[config.mk]
export PLATFORM = sky130hd
export DESIGN_NAME = aabb_pair_overlap_finder_unit
export DESIGN_NICKNAME = d
export VERILOG_FILES = /design/src/design/aabb_pkg.sv /design/src/design/aabb_ram.sv /design/src/design/aabb_pair_overlap_finder_unit.sv
export SDC_FILE = /design/constraint.sdc
export NUM_CORES = 2
export LEC_CHECK = 0
export ABC_AREA = 1
export BUFFER_PORTS_ARGS = -buffer_cell sky130_fd_sc_hd__buf_2
export CORE_MARGIN = 2
export CORE_UTILIZATION = 50
export CTS_CLUSTER_DIAMETER = 100
export CTS_CLUSTER_SIZE = 14
export DETAILED_ROUTE_END_ITERATION = 10
export PLACE_DENSITY = 0.67
export SYNTH_ARGS = -nofsm -noshare
export SYNTH_HDL_FRONTEND = slang
export SYNTH_SLANG_ARGS = --single-unit
[constraint.sdc]
create_clock -name i_clk -period 9.5 [get_ports i_clk]
set_clock_uncertainty 0.15 [all_clocks]
set_input_delay 0.95 -clock i_clk [delete_from_list [all_inputs] [get_ports i_clk]]
set_output_delay 0.95 -clock i_clk [all_outputs]
set_load 0.03 [all_outputs]
[src/design/aabb_pkg.sv]
package aabb_pkg;

    localparam int OPCODE_BITS = 2;

    localparam logic [OPCODE_BITS-1:0] OP_FRAME = 2'd0;
    localparam logic [OPCODE_BITS-1:0] OP_QUERY = 2'd1;
    localparam logic [OPCODE_BITS-1:0] OP_CLEAR = 2'd2;

    localparam int DEF_TABLE_DEPTH = 32;
    localparam int DEF_COORD_BITS  = 16;
    localparam int DEF_ID_BITS     = 16;

endpackage

[src/design/aabb_ram.sv]
module aabb_ram #(
    parameter int WIDTH = 8,
    parameter int DEPTH = 32,
    localparam int AW = $clog2(DEPTH)
) (
    input  logic             i_clk,
    input  logic             i_we,
    input  logic [AW-1:0]    i_waddr,
    input  logic [WIDTH-1:0] i_wdata,
    input  logic [AW-1:0]    i_raddr,
    output logic [WIDTH-1:0] o_rdata
);

    logic [WIDTH-1:0] r_mem [DEPTH];

    always_ff @(posedge i_clk) begin
        if (i_we) begin
            r_mem[i_waddr] <= i_wdata;
        end
        o_rdata <= r_mem[i_raddr];
    end

endmodule

[src/design/aabb_pair_overlap_finder_unit.sv]
// Brute-force 2D box overlap finder. Pulse start while busy is low to hand in one item.
// A frame box (store) is tested against every box stored in the current frame and
// then stored; a query box is tested without being stored; a clear starts a new frame.
// Each overlap leaves as one beat on o_strobe (for a frame box only with another body
// and when either box is dynamic); every item ends with one closing beat that has
// o_last set. Results cannot be held off, so take every strobed beat. A frame or
// query item streams the stored entries out of the box and tag memories one per
// cycle through their single read port, followed by a wait state in which the last
// read is evaluated and a closing state. A clear, an unused opcode, or any item on
// an empty table skips the scan and goes straight to the closing state. A frame box
// that finds the table full is tested but not stored and closes with o_table_full set.
module aabb_pair_overlap_finder_unit
    import aabb_pkg::*;
#(
    parameter int TABLE_DEPTH = DEF_TABLE_DEPTH,
    parameter int COORD_BITS  = DEF_COORD_BITS,
    parameter int ID_BITS     = DEF_ID_BITS
) (
    input  logic                         i_clk,
    input  logic                         i_rst_n,
    input  logic                         start,
    output logic                         busy,
    input  logic [OPCODE_BITS-1:0]       i_opcode,
    input  logic signed [COORD_BITS-1:0] i_min_x,
    input  logic signed [COORD_BITS-1:0] i_min_y,
    input  logic signed [COORD_BITS-1:0] i_max_x,
    input  logic signed [COORD_BITS-1:0] i_max_y,
    input  logic [ID_BITS-1:0]           i_body_id,
    input  logic                         i_is_dynamic,
    input  logic [ID_BITS-1:0]           i_node_id,
    output logic                         o_strobe,
    output logic [ID_BITS-1:0]           o_first_id,
    output logic [ID_BITS-1:0]           o_second_id,
    output logic                         o_hit_valid,
    output logic                         o_is_query_hit,
    output logic                         o_last,
    output logic                         o_table_full
);

    localparam int AW     = $clog2(TABLE_DEPTH);
    localparam int CW     = $clog2(TABLE_DEPTH + 1);
    localparam int BOX_W  = 4 * COORD_BITS;
    localparam int TAG_W  = 2 * ID_BITS + 1;

    localparam logic [1:0] ST_IDLE  = 2'd0;
    localparam logic [1:0] ST_SCAN  = 2'd1;
    localparam logic [1:0] ST_WAIT  = 2'd2;
    localparam logic [1:0] ST_CLOSE = 2'd3;

    logic [1:0]                   r_state, n_state;
    logic [CW-1:0]                r_count, n_count;
    logic [AW-1:0]                r_idx, n_idx;
    logic                         r_pend, n_pend;

    logic [OPCODE_BITS-1:0]       r_op;
    logic signed [COORD_BITS-1:0] r_lx, r_ly, r_hx, r_hy;
    logic [ID_BITS-1:0]           r_body;
    logic                         r_dyn;
    logic [ID_BITS-1:0]           r_node;

    logic [BOX_W-1:0]             box_q;
    logic [TAG_W-1:0]             tag_q;
    logic                         we;
    logic                         accept;
    logic                         full;
    logic                         scan_end;

    logic signed [COORD_BITS-1:0] s_lx, s_ly, s_hx, s_hy;
    logic [ID_BITS-1:0]           s_body;
    logic                         s_dyn;
    logic [ID_BITS-1:0]           s_node;
    logic                         overlap;
    logic                         hit;

    assign busy     = (r_state != ST_IDLE);
    assign accept   = start && !busy;
    assign full     = (r_count == CW'(TABLE_DEPTH));
    assign scan_end = (CW'(r_idx) == r_count - CW'(1));
    assign we       = (r_state == ST_CLOSE) && (r_op == OP_FRAME) && !full;

    aabb_ram #(
        .WIDTH (BOX_W),
        .DEPTH (TABLE_DEPTH)
    ) u_box_ram (
        .i_clk   (i_clk),
        .i_we    (we),
        .i_waddr (r_count[AW-1:0]),
        .i_wdata ({r_lx, r_ly, r_hx, r_hy}),
        .i_raddr (r_idx),
        .o_rdata (box_q)
    );

    aabb_ram #(
        .WIDTH (TAG_W),
        .DEPTH (TABLE_DEPTH)
    ) u_tag_ram (
        .i_clk   (i_clk),
        .i_we    (we),
        .i_waddr (r_count[AW-1:0]),
        .i_wdata ({r_body, r_dyn, r_node}),
        .i_raddr (r_idx),
        .o_rdata (tag_q)
    );

    assign s_lx   = $signed(box_q[4*COORD_BITS-1 -: COORD_BITS]);
    assign s_ly   = $signed(box_q[3*COORD_BITS-1 -: COORD_BITS]);
    assign s_hx   = $signed(box_q[2*COORD_BITS-1 -: COORD_BITS]);
    assign s_hy   = $signed(box_q[COORD_BITS-1:0]);
    assign s_body = tag_q[TAG_W-1 -: ID_BITS];
    assign s_dyn  = tag_q[ID_BITS];
    assign s_node = tag_q[ID_BITS-1:0];

    assign overlap = (s_lx <= r_hx) && (r_lx <= s_hx) && (s_ly <= r_hy) && (r_ly <= s_hy);

    always_comb begin
        hit = 1'b0;
        if (r_op == OP_QUERY) begin
            hit = overlap;
        end else begin
            hit = overlap && (s_body != r_body) && (s_dyn || r_dyn);
        end
    end

    always_comb begin
        n_state = r_state;
        n_count = r_count;
        n_idx   = r_idx;
        n_pend  = 1'b0;
        case (r_state)
            ST_IDLE: begin
                n_idx = '0;
                if (accept) begin
                    if ((i_opcode == OP_FRAME || i_opcode == OP_QUERY) && r_count != '0) begin
                        n_state = ST_SCAN;
                    end else begin
                        n_state = ST_CLOSE;
                    end
                end
            end
            ST_SCAN: begin
                n_pend = 1'b1;
                if (scan_end) begin
                    n_state = ST_WAIT;
                end else begin
                    n_idx = r_idx + AW'(1);
                end
            end
            ST_WAIT: begin
                n_state = ST_CLOSE;
            end
            ST_CLOSE: begin
                n_state = ST_IDLE;
                if (r_op == OP_CLEAR) begin
                    n_count = '0;
                end else if (we) begin
                    n_count = r_count + CW'(1);
                end
            end
            default: begin
                n_state = ST_IDLE;
            end
        endcase
    end

    always_ff @(posedge i_clk) begin
        if (!i_rst_n) begin
            r_state <= ST_IDLE;
            r_count <= '0;
            r_idx   <= '0;
            r_pend  <= 1'b0;
        end else begin
            r_state <= n_state;
            r_count <= n_count;
            r_idx   <= n_idx;
            r_pend  <= n_pend;
        end
    end

    always_ff @(posedge i_clk) begin
        if (accept) begin
            r_op   <= i_opcode;
            r_lx   <= i_min_x;
            r_ly   <= i_min_y;
            r_hx   <= i_max_x;
            r_hy   <= i_max_y;
            r_body <= i_body_id;
            r_dyn  <= i_is_dynamic;
            r_node <= i_node_id;
        end
    end

    always_ff @(posedge i_clk) begin
        if (!i_rst_n) begin
            o_strobe       <= 1'b0;
            o_hit_valid    <= 1'b0;
            o_is_query_hit <= 1'b0;
            o_last         <= 1'b0;
            o_table_full   <= 1'b0;
        end else if (r_pend && hit) begin
            o_strobe       <= 1'b1;
            o_first_id     <= s_node;
            o_second_id    <= r_node;
            o_hit_valid    <= 1'b1;
            o_is_query_hit <= (r_op == OP_QUERY);
            o_last         <= 1'b0;
            o_table_full   <= 1'b0;
        end else if (r_state == ST_CLOSE) begin
            o_strobe       <= 1'b1;
            o_first_id     <= '0;
            o_second_id    <= '0;
            o_hit_valid    <= 1'b0;
            o_is_query_hit <= (r_op == OP_QUERY);
            o_last         <= 1'b1;
            o_table_full   <= (r_op == OP_FRAME) && full;
        end else begin
            o_strobe       <= 1'b0;
            o_hit_valid    <= 1'b0;
            o_last         <= 1'b0;
            o_table_full   <= 1'b0;
        end
    end

`ifndef ASSERT_OFF
    a_count_bound: assert property (@(posedge i_clk) disable iff (!i_rst_n)
        r_count <= CW'(TABLE_DEPTH))
        else $error("entry count beyond table depth");

    a_last_idle: assert property (@(posedge i_clk) disable iff (!i_rst_n)
        o_strobe && o_last |-> r_state == ST_IDLE)
        else $error("closing beat while item still in progress");

    a_full_close: assert property (@(posedge i_clk) disable iff (!i_rst_n)
        o_table_full |-> o_strobe && o_last && !o_is_query_hit)
        else $error("table full flag outside frame closing beat");

    a_pend_scan: assert property (@(posedge i_clk) disable iff (!i_rst_n)
        r_pend |-> $past(r_state) == ST_SCAN)
        else $error("read data evaluated without a scan read");

    a_hit_beat: assert property (@(posedge i_clk) disable iff (!i_rst_n)
        o_hit_valid |-> o_strobe && !o_last)
        else $error("hit flag on a non-hit beat");
`endif

endmodule

# == Word level (Yosys, flattened, before mapping) ==
# Memory sizes are Yosys's and may differ from the RTL's. A register that Yosys moved wholly into a read port is not among the register bits.
# Index checks and enable logic that the tools add are counted.
# classes
addsub,3
magnitude_cmp,4
n_reduce_logical,29
muxes,20
bitwise,2
eq_ne,12
# op_table
op,count
16-bit less-or-equal comparator,4
16-bit two-way mux,3
16-bit inequality test,1
6-bit two-way mux,2
1-bit logical AND,11
5-bit case mux with 2 select lines,1
1-bit two-way mux,9
2-bit case mux with 4 select lines,1
2-bit AND reduction,4
2-bit nonzero test,4
6-bit by 1-bit adder with 6-bit output (second input constant),1
2-bit by 1-bit equality test with 1-bit output (second input constant),3
2-bit equality test (second input constant),3
5-bit by 6-bit equality test with 1-bit output,1
6-bit equality test (second input constant),1
2-bit zero test,3
2-bit two-way mux,3
2-bit inequality test (second input constant),3
6-bit nonzero test,1
6-bit by 1-bit subtractor with 6-bit output (second input constant),1
5-bit by 1-bit adder with 5-bit output (second input constant),1
5-bit two-way mux,1
3-bit OR reduction,1
1-bit zero test,2
3 further kinds,5
# totals
input_bits,102
output_inout_bits,38
ramBits,3104
wordCells,91
mem_count,2
reg_bits,150
# memory_table
name,depth,width,read_ports,rd_ports_with_merged_regs,wr,line_no,text
u_box_ram.r_mem,32,64,1,1,1,aabb_ram.sv:14,logic [WIDTH-1:0] r_mem [DEPTH];
u_tag_ram.r_mem,32,33,1,1,1,aabb_ram.sv:14,

# == Logic depth before layout (Yosys ltp) ==
# logic_depth
word_depth,10
mapped_depth,19
mapped_depth_nobuf,19

# == Cells and area by module ==
# Synthesis repeated with hierarchy kept, for this count alone.
# hier_totals
cells_unflattened,11138
area_unflattened_um2,134113.6
# modules_own_cells
module,seq_area_each_um2,area_each_um2,cells_per_inst,n_inst
aabb_ram (u_box_ram),62780.2,82990.8,6768,1
aabb_ram (u_tag_ram),32371.0,43680.6,3645,1
aabb_pair_overlap_finder_unit,4314.1,7442.1,725,1

# == Worst setup path after synthesis ==
# OpenSTA, ideal clock, no wires.
# synth_timing
kind,register to register
startpoint,register r_count[0]
endpoint,memory u_box_ram.r_mem[0][0] in the netlist's numbering (enable)
t_required_ps,8678
n_path_buf,0
t_arrival_ps,7678
setup_time_ps,672
synth_period_minus_slack_ps,8499
slack_ps,1001
path_stages_with_launch,8
cell_sequence,dfxtp_1 > inv_1 > ha_1 > nand3_2 > nor3_1 > nor2_1 > nand2_2 > nor3_1
# synth_between
elab_chain_cells,5
# synth_rtl
element,line_no,text
from (decl),aabb_pair_overlap_finder_unit.sv:51,"logic [CW-1:0] r_count, n_count;"
from (signal assigned),aabb_pair_overlap_finder_unit.sv:173,r_count <= n_count;
6-bit equality test,aabb_pair_overlap_finder_unit.sv:77,assign full = (r_count == CW'(TABLE_DEPTH));
1-bit zero test,aabb_pair_overlap_finder_unit.sv:79,assign we = (r_state == ST_CLOSE) && (r_op == OP_FRAME) && !full;
1-bit logical AND,aabb_pair_overlap_finder_unit.sv:79,
1-bit two-way mux,aabb_ram.sv:17,if (i_we) begin
1-bit two-way mux (implied by the code),aabb_ram.sv:18,r_mem[i_waddr] <= i_wdata;
to (decl),aabb_ram.sv:14,
# Several ways; a longest one is shown, not always the timed one.

# == Worst setup path after layout ==
# layout_timing
startpoint,register r_hx[9]
endpoint,register o_first_id[4] (enable)
# layout_between
elab_chain_cells,10
# layout_rtl
element,line_no,text
from (decl),aabb_pair_overlap_finder_unit.sv:56,"logic signed [COORD_BITS-1:0] r_lx, r_ly, r_hx, r_hy;"
from (signal assigned),aabb_pair_overlap_finder_unit.sv:184,r_hx <= i_max_x;
16-bit less-or-equal comparator (*),aabb_pair_overlap_finder_unit.sv:113,assign overlap = (s_lx <= r_hx) && (r_lx <= s_hx) && (s_ly <= r_hy) && (r_ly <= s_hy);
1-bit logical AND (*) (3 in series),aabb_pair_overlap_finder_unit.sv:113,
1-bit logical AND (2 in series),aabb_pair_overlap_finder_unit.sv:120,hit = overlap && (s_body != r_body) && (s_dyn || r_dyn);
1-bit two-way mux (*),aabb_pair_overlap_finder_unit.sv:117,if (r_op == OP_QUERY) begin
1-bit logical AND (*),aabb_pair_overlap_finder_unit.sv:199,end else if (r_pend && hit) begin
2-bit nonzero test (no source line) (*),n/a,
2-bit AND reduction (no source line) (*),n/a,
to (signal assigned),aabb_pair_overlap_finder_unit.sv:201,o_first_id <= s_node;
to (decl),aabb_pair_overlap_finder_unit.sv:32,"output logic [ID_BITS-1:0] o_first_id,"
# Mark *: on every way between the ends. The rest lies on a longest branch, timed or not.
# A chain may end at the register's enable or synchronous reset.

==> impl_results.md <==
- Final Cycle Share: 52.8%
- Pwr/cell area: 240 nW/um^2
- Run status: finished, final reports clean
- Hold Vio Cnt, Final: 0
- Pre-CTS setup slack: 4450 ps
- Unrepaired setup endpoints after global routing: false
- Worst-Margin Slew: 1170 ps
- Critical Path Fanout Max: 35
- Post-cts sizing count: 0
- Layout cells sized above 1: 6.87%
- Setup ws final: 4480 ps
- Crit path time final: 5020 ps
- CP Buf/Inv Count: 4
- Post-synthesis sequential area ratio: 76.6%
- Total core area: 259000 sq um
- Ranking of synthesized cells by area: edfxtp_1 (75%), o21ai_0 (5.9%), nor2_1 (5.3%)
- Avg WL per Cell: 28.7 microns
- Final wirelength: 381000 microns
- Port buffer count: 139
- M2 GR Usage: 44.1%
- Final setup viols: 0
- DR vias: 84300
- Slew margin rel.: 22.1%
- Effective utilization at floorplan: 50.2%
- Syn_nets: 9916
- Area growth syn-to-layout: 9.68%
- Drt drc: 0
- # IOs: 140
- Critical Path, Cell by Cell: inv_1 > ha_1 > nand2_1 > inv_1 > o21ai_0 > a21oi_1 > nor2_1 > nand3_1 > nand3_1 > nand2_1 > nor2_1 > nand2_2 > buf_4 > o21ai_4 > buf_4
- Crit path DAT: 5490 ps
- Data required, critical path: 9970 ps
- Mapped Cells: 9741
- CTS buffer count: 290
- H-Tree Level Count: 5
- Clock sink total: 3351
- Maxcap violations: 0
- Most common cell after layout, fill and taps aside: edfxtp_1
- P_leak: 46.8 nW
- Post-synth top area cell: edfxtp_1
- Nature of the critical path endpoint: flop
- Clk_lat worst skew: 950 ps
- Clock tree buffer depth: 4
- Antenna violations before repair: 21
- Global placement routability congestion: 0.841
- Vias per cell: 6.34
- Max Clk Rate: 0.199 GHz
- Detailed-router iteration count before antenna repair: 9
- Crit path max-delay family: compound AO/OA/AOI/OAI gates
- Root buf cell: clkbuf_16
- Register Area: 99500 sq um
- Total GRT Usage: 28.3%
- Vias in the first global route: 79700
- Synth top area share: 74.8%
- First-pass GRT wire length: 547000 microns
- Max VDD drop: 0.000254 V
- Antenna Nets Post-Route: 0
- Placed cell areas: 134000 sq um
- Kind of critical path: reg2reg
- Mapped cell area: 130000 sq um
- Site Rows: 187
- Die Wd: 514 microns
- Max stage delay on crit path: 950 ps
- CTS clk-pin slew, worst paths: 70 ps
- Max Slew Vio Count: 0
- Final Util: 55.0%
- Die Area: 264000 sq um
- Met1 Track Usage GR: 40.1%
- Synth Register Bits: 3351
- Total number of yosys warnings: 0
- Hold_ws: 44.0 ps
- Nets@finish: 9890
- Met3 usage in global routing: 5.27%
- Area of the multi-input gates: 27100 sq um
- Final TNS setup: 0 ps
- Distinct cells, synth: 40
- Slowest-stage cell, CP: edfxtp_1
- Filler instances: 20400
- Gr busiest metal: met2
- Largest net degree at the start of global routing: 260
- Hpwl dp: 172000 microns
- CTS tree: done
- Total gr overflow: 0
- Mapped Avg Cell Area: 13.3 sq um
- Fin area: 143000 sq um
- Min-Delay Path Class: in2reg
- Die H: 514 microns
- Commonest cells after routing, fill and taps aside: edfxtp_1 (3235), nor2_1 (1797), o21ai_0 (1522), o22ai_1 (822), nand2_1 (720)
- Critical path launch point type: flop
- DR iter-0 viols: 14000
[where the power goes]
group,switching [mW],internal (mW),total (mW)
registers,0.580,17.1,17.7
clock network,5.07,5.79,10.9
logic,4.13,1.59,5.72
[cells in the mapped netlist (all sizes together)]
| library cell | n |
|---|---|
| inv | 179 |
| nor3b | 2 |
| buf | 247 |
| o221ai | 4 |
| xnor2 | 3 |
| nand2 | 726 |
| dfxtp | 116 |
| clkinv | 1 |
| o32ai | 20 |
| edfxtp | 3235 |
| a211oi | 1 |
| nand3 | 30 |
| or2 | 4 |
| o31ai | 8 |
| nor3 | 7 |
| ha | 73 |
| xor2 | 4 |
| mux2i | 8 |
| o22ai | 822 |
| o21a | 3 |
| a21o | 2 |
| clkbuf | 415 |
| o21ai | 1715 |
| a21oi | 202 |
| a2111o | 39 |
| nor2 | 1827 |
| a2111oi | 40 |
| o21bai | 3 |
| nand4 | 5 |
[sequential cells by signal (all words and copies together), names as in the netlist, 33 cells and up]
| signal | cells |
|---|---|
| u_tag_ram.r_mem | 1056 |
| u_box_ram.r_mem | 2048 |
| u_tag_ram.o_rdata | 33 |
| u_box_ram.o_rdata | 64 |
[kinds of logic after synthesis]
kind of cell / share of synthesized area (%)
flip-flops: 76.6
AO/OA/AOI/OAI: 12.2
AND/OR/NAND/NOR: 7.58
buffers and inverters: 2.82
adder cells (fa/ha/maj): 0.703
multiplexers: 0.0616
XOR/XNOR: 0.0472
[metal layers]
layer	part of all wire [%]	wire, microns	vias to the layer above
met1	39	149000	42000
met2	46	174000	5556
met3	12	45000	769
met5	0.011	41	-
li1	-	-	35900
met4	3.5	13400	6
[final timing paths]
path | from | end | slack [ps] | cells past startpoint
worst max-delay path | r_hx[9] | o_first_id[4] | 4480 | 15
worst min-delay path | i_opcode[0] | r_op[0] | 40 | 1
worst max register to register | r_hx[9] | o_first_id[4] | 4480 | 15
worst min register to register | o_is_query_hit | o_is_query_hit | 350 | 2
[metrics by stage]
| stage | instances | total power [mW] |
|---|---|---|
| 2_1_floorplan | 9741 | 21.8 |
| 3_3_place_gp | 12800 | 23.4 |
| 3_5_place_dp | 12800 | 23.6 |
| 4_1_cts | 13300 | 34.2 |
| 5_1_grt | 13300 | 35.5 |
| 6_report | 13300 | 34.3 |
[worst reg2reg max path: stages (launching register included)]
cell and delay, ps:
edfxtp_1 950, inv_1 120, ha_1 340, nand2_1 70, inv_1 30, o21ai_0 530, a21oi_1 160, nor2_1 170
nand3_1 100, nand3_1 80, nand2_1 280, nor2_1 290, nand2_2 60, buf_4 310, o21ai_4 630, buf_4 400
[what timing repair did]
action / CTS / global route
hold buffers: 35 / 0
buffers inserted: 0 / 0
hold endpoints to repair: 35 / 0
[cell type report]
class                      count  area share, %
sequential                  3351           69.8
tap                         3402           2.99
clock buffer                 450           5.63
antenna                        4        0.00702
clock inverter                10         0.0676
timing repair buffer         344           1.98
multi-input combinational   5548           19.0
inverter                     180          0.515
Power figures use the tool's default switching activity.
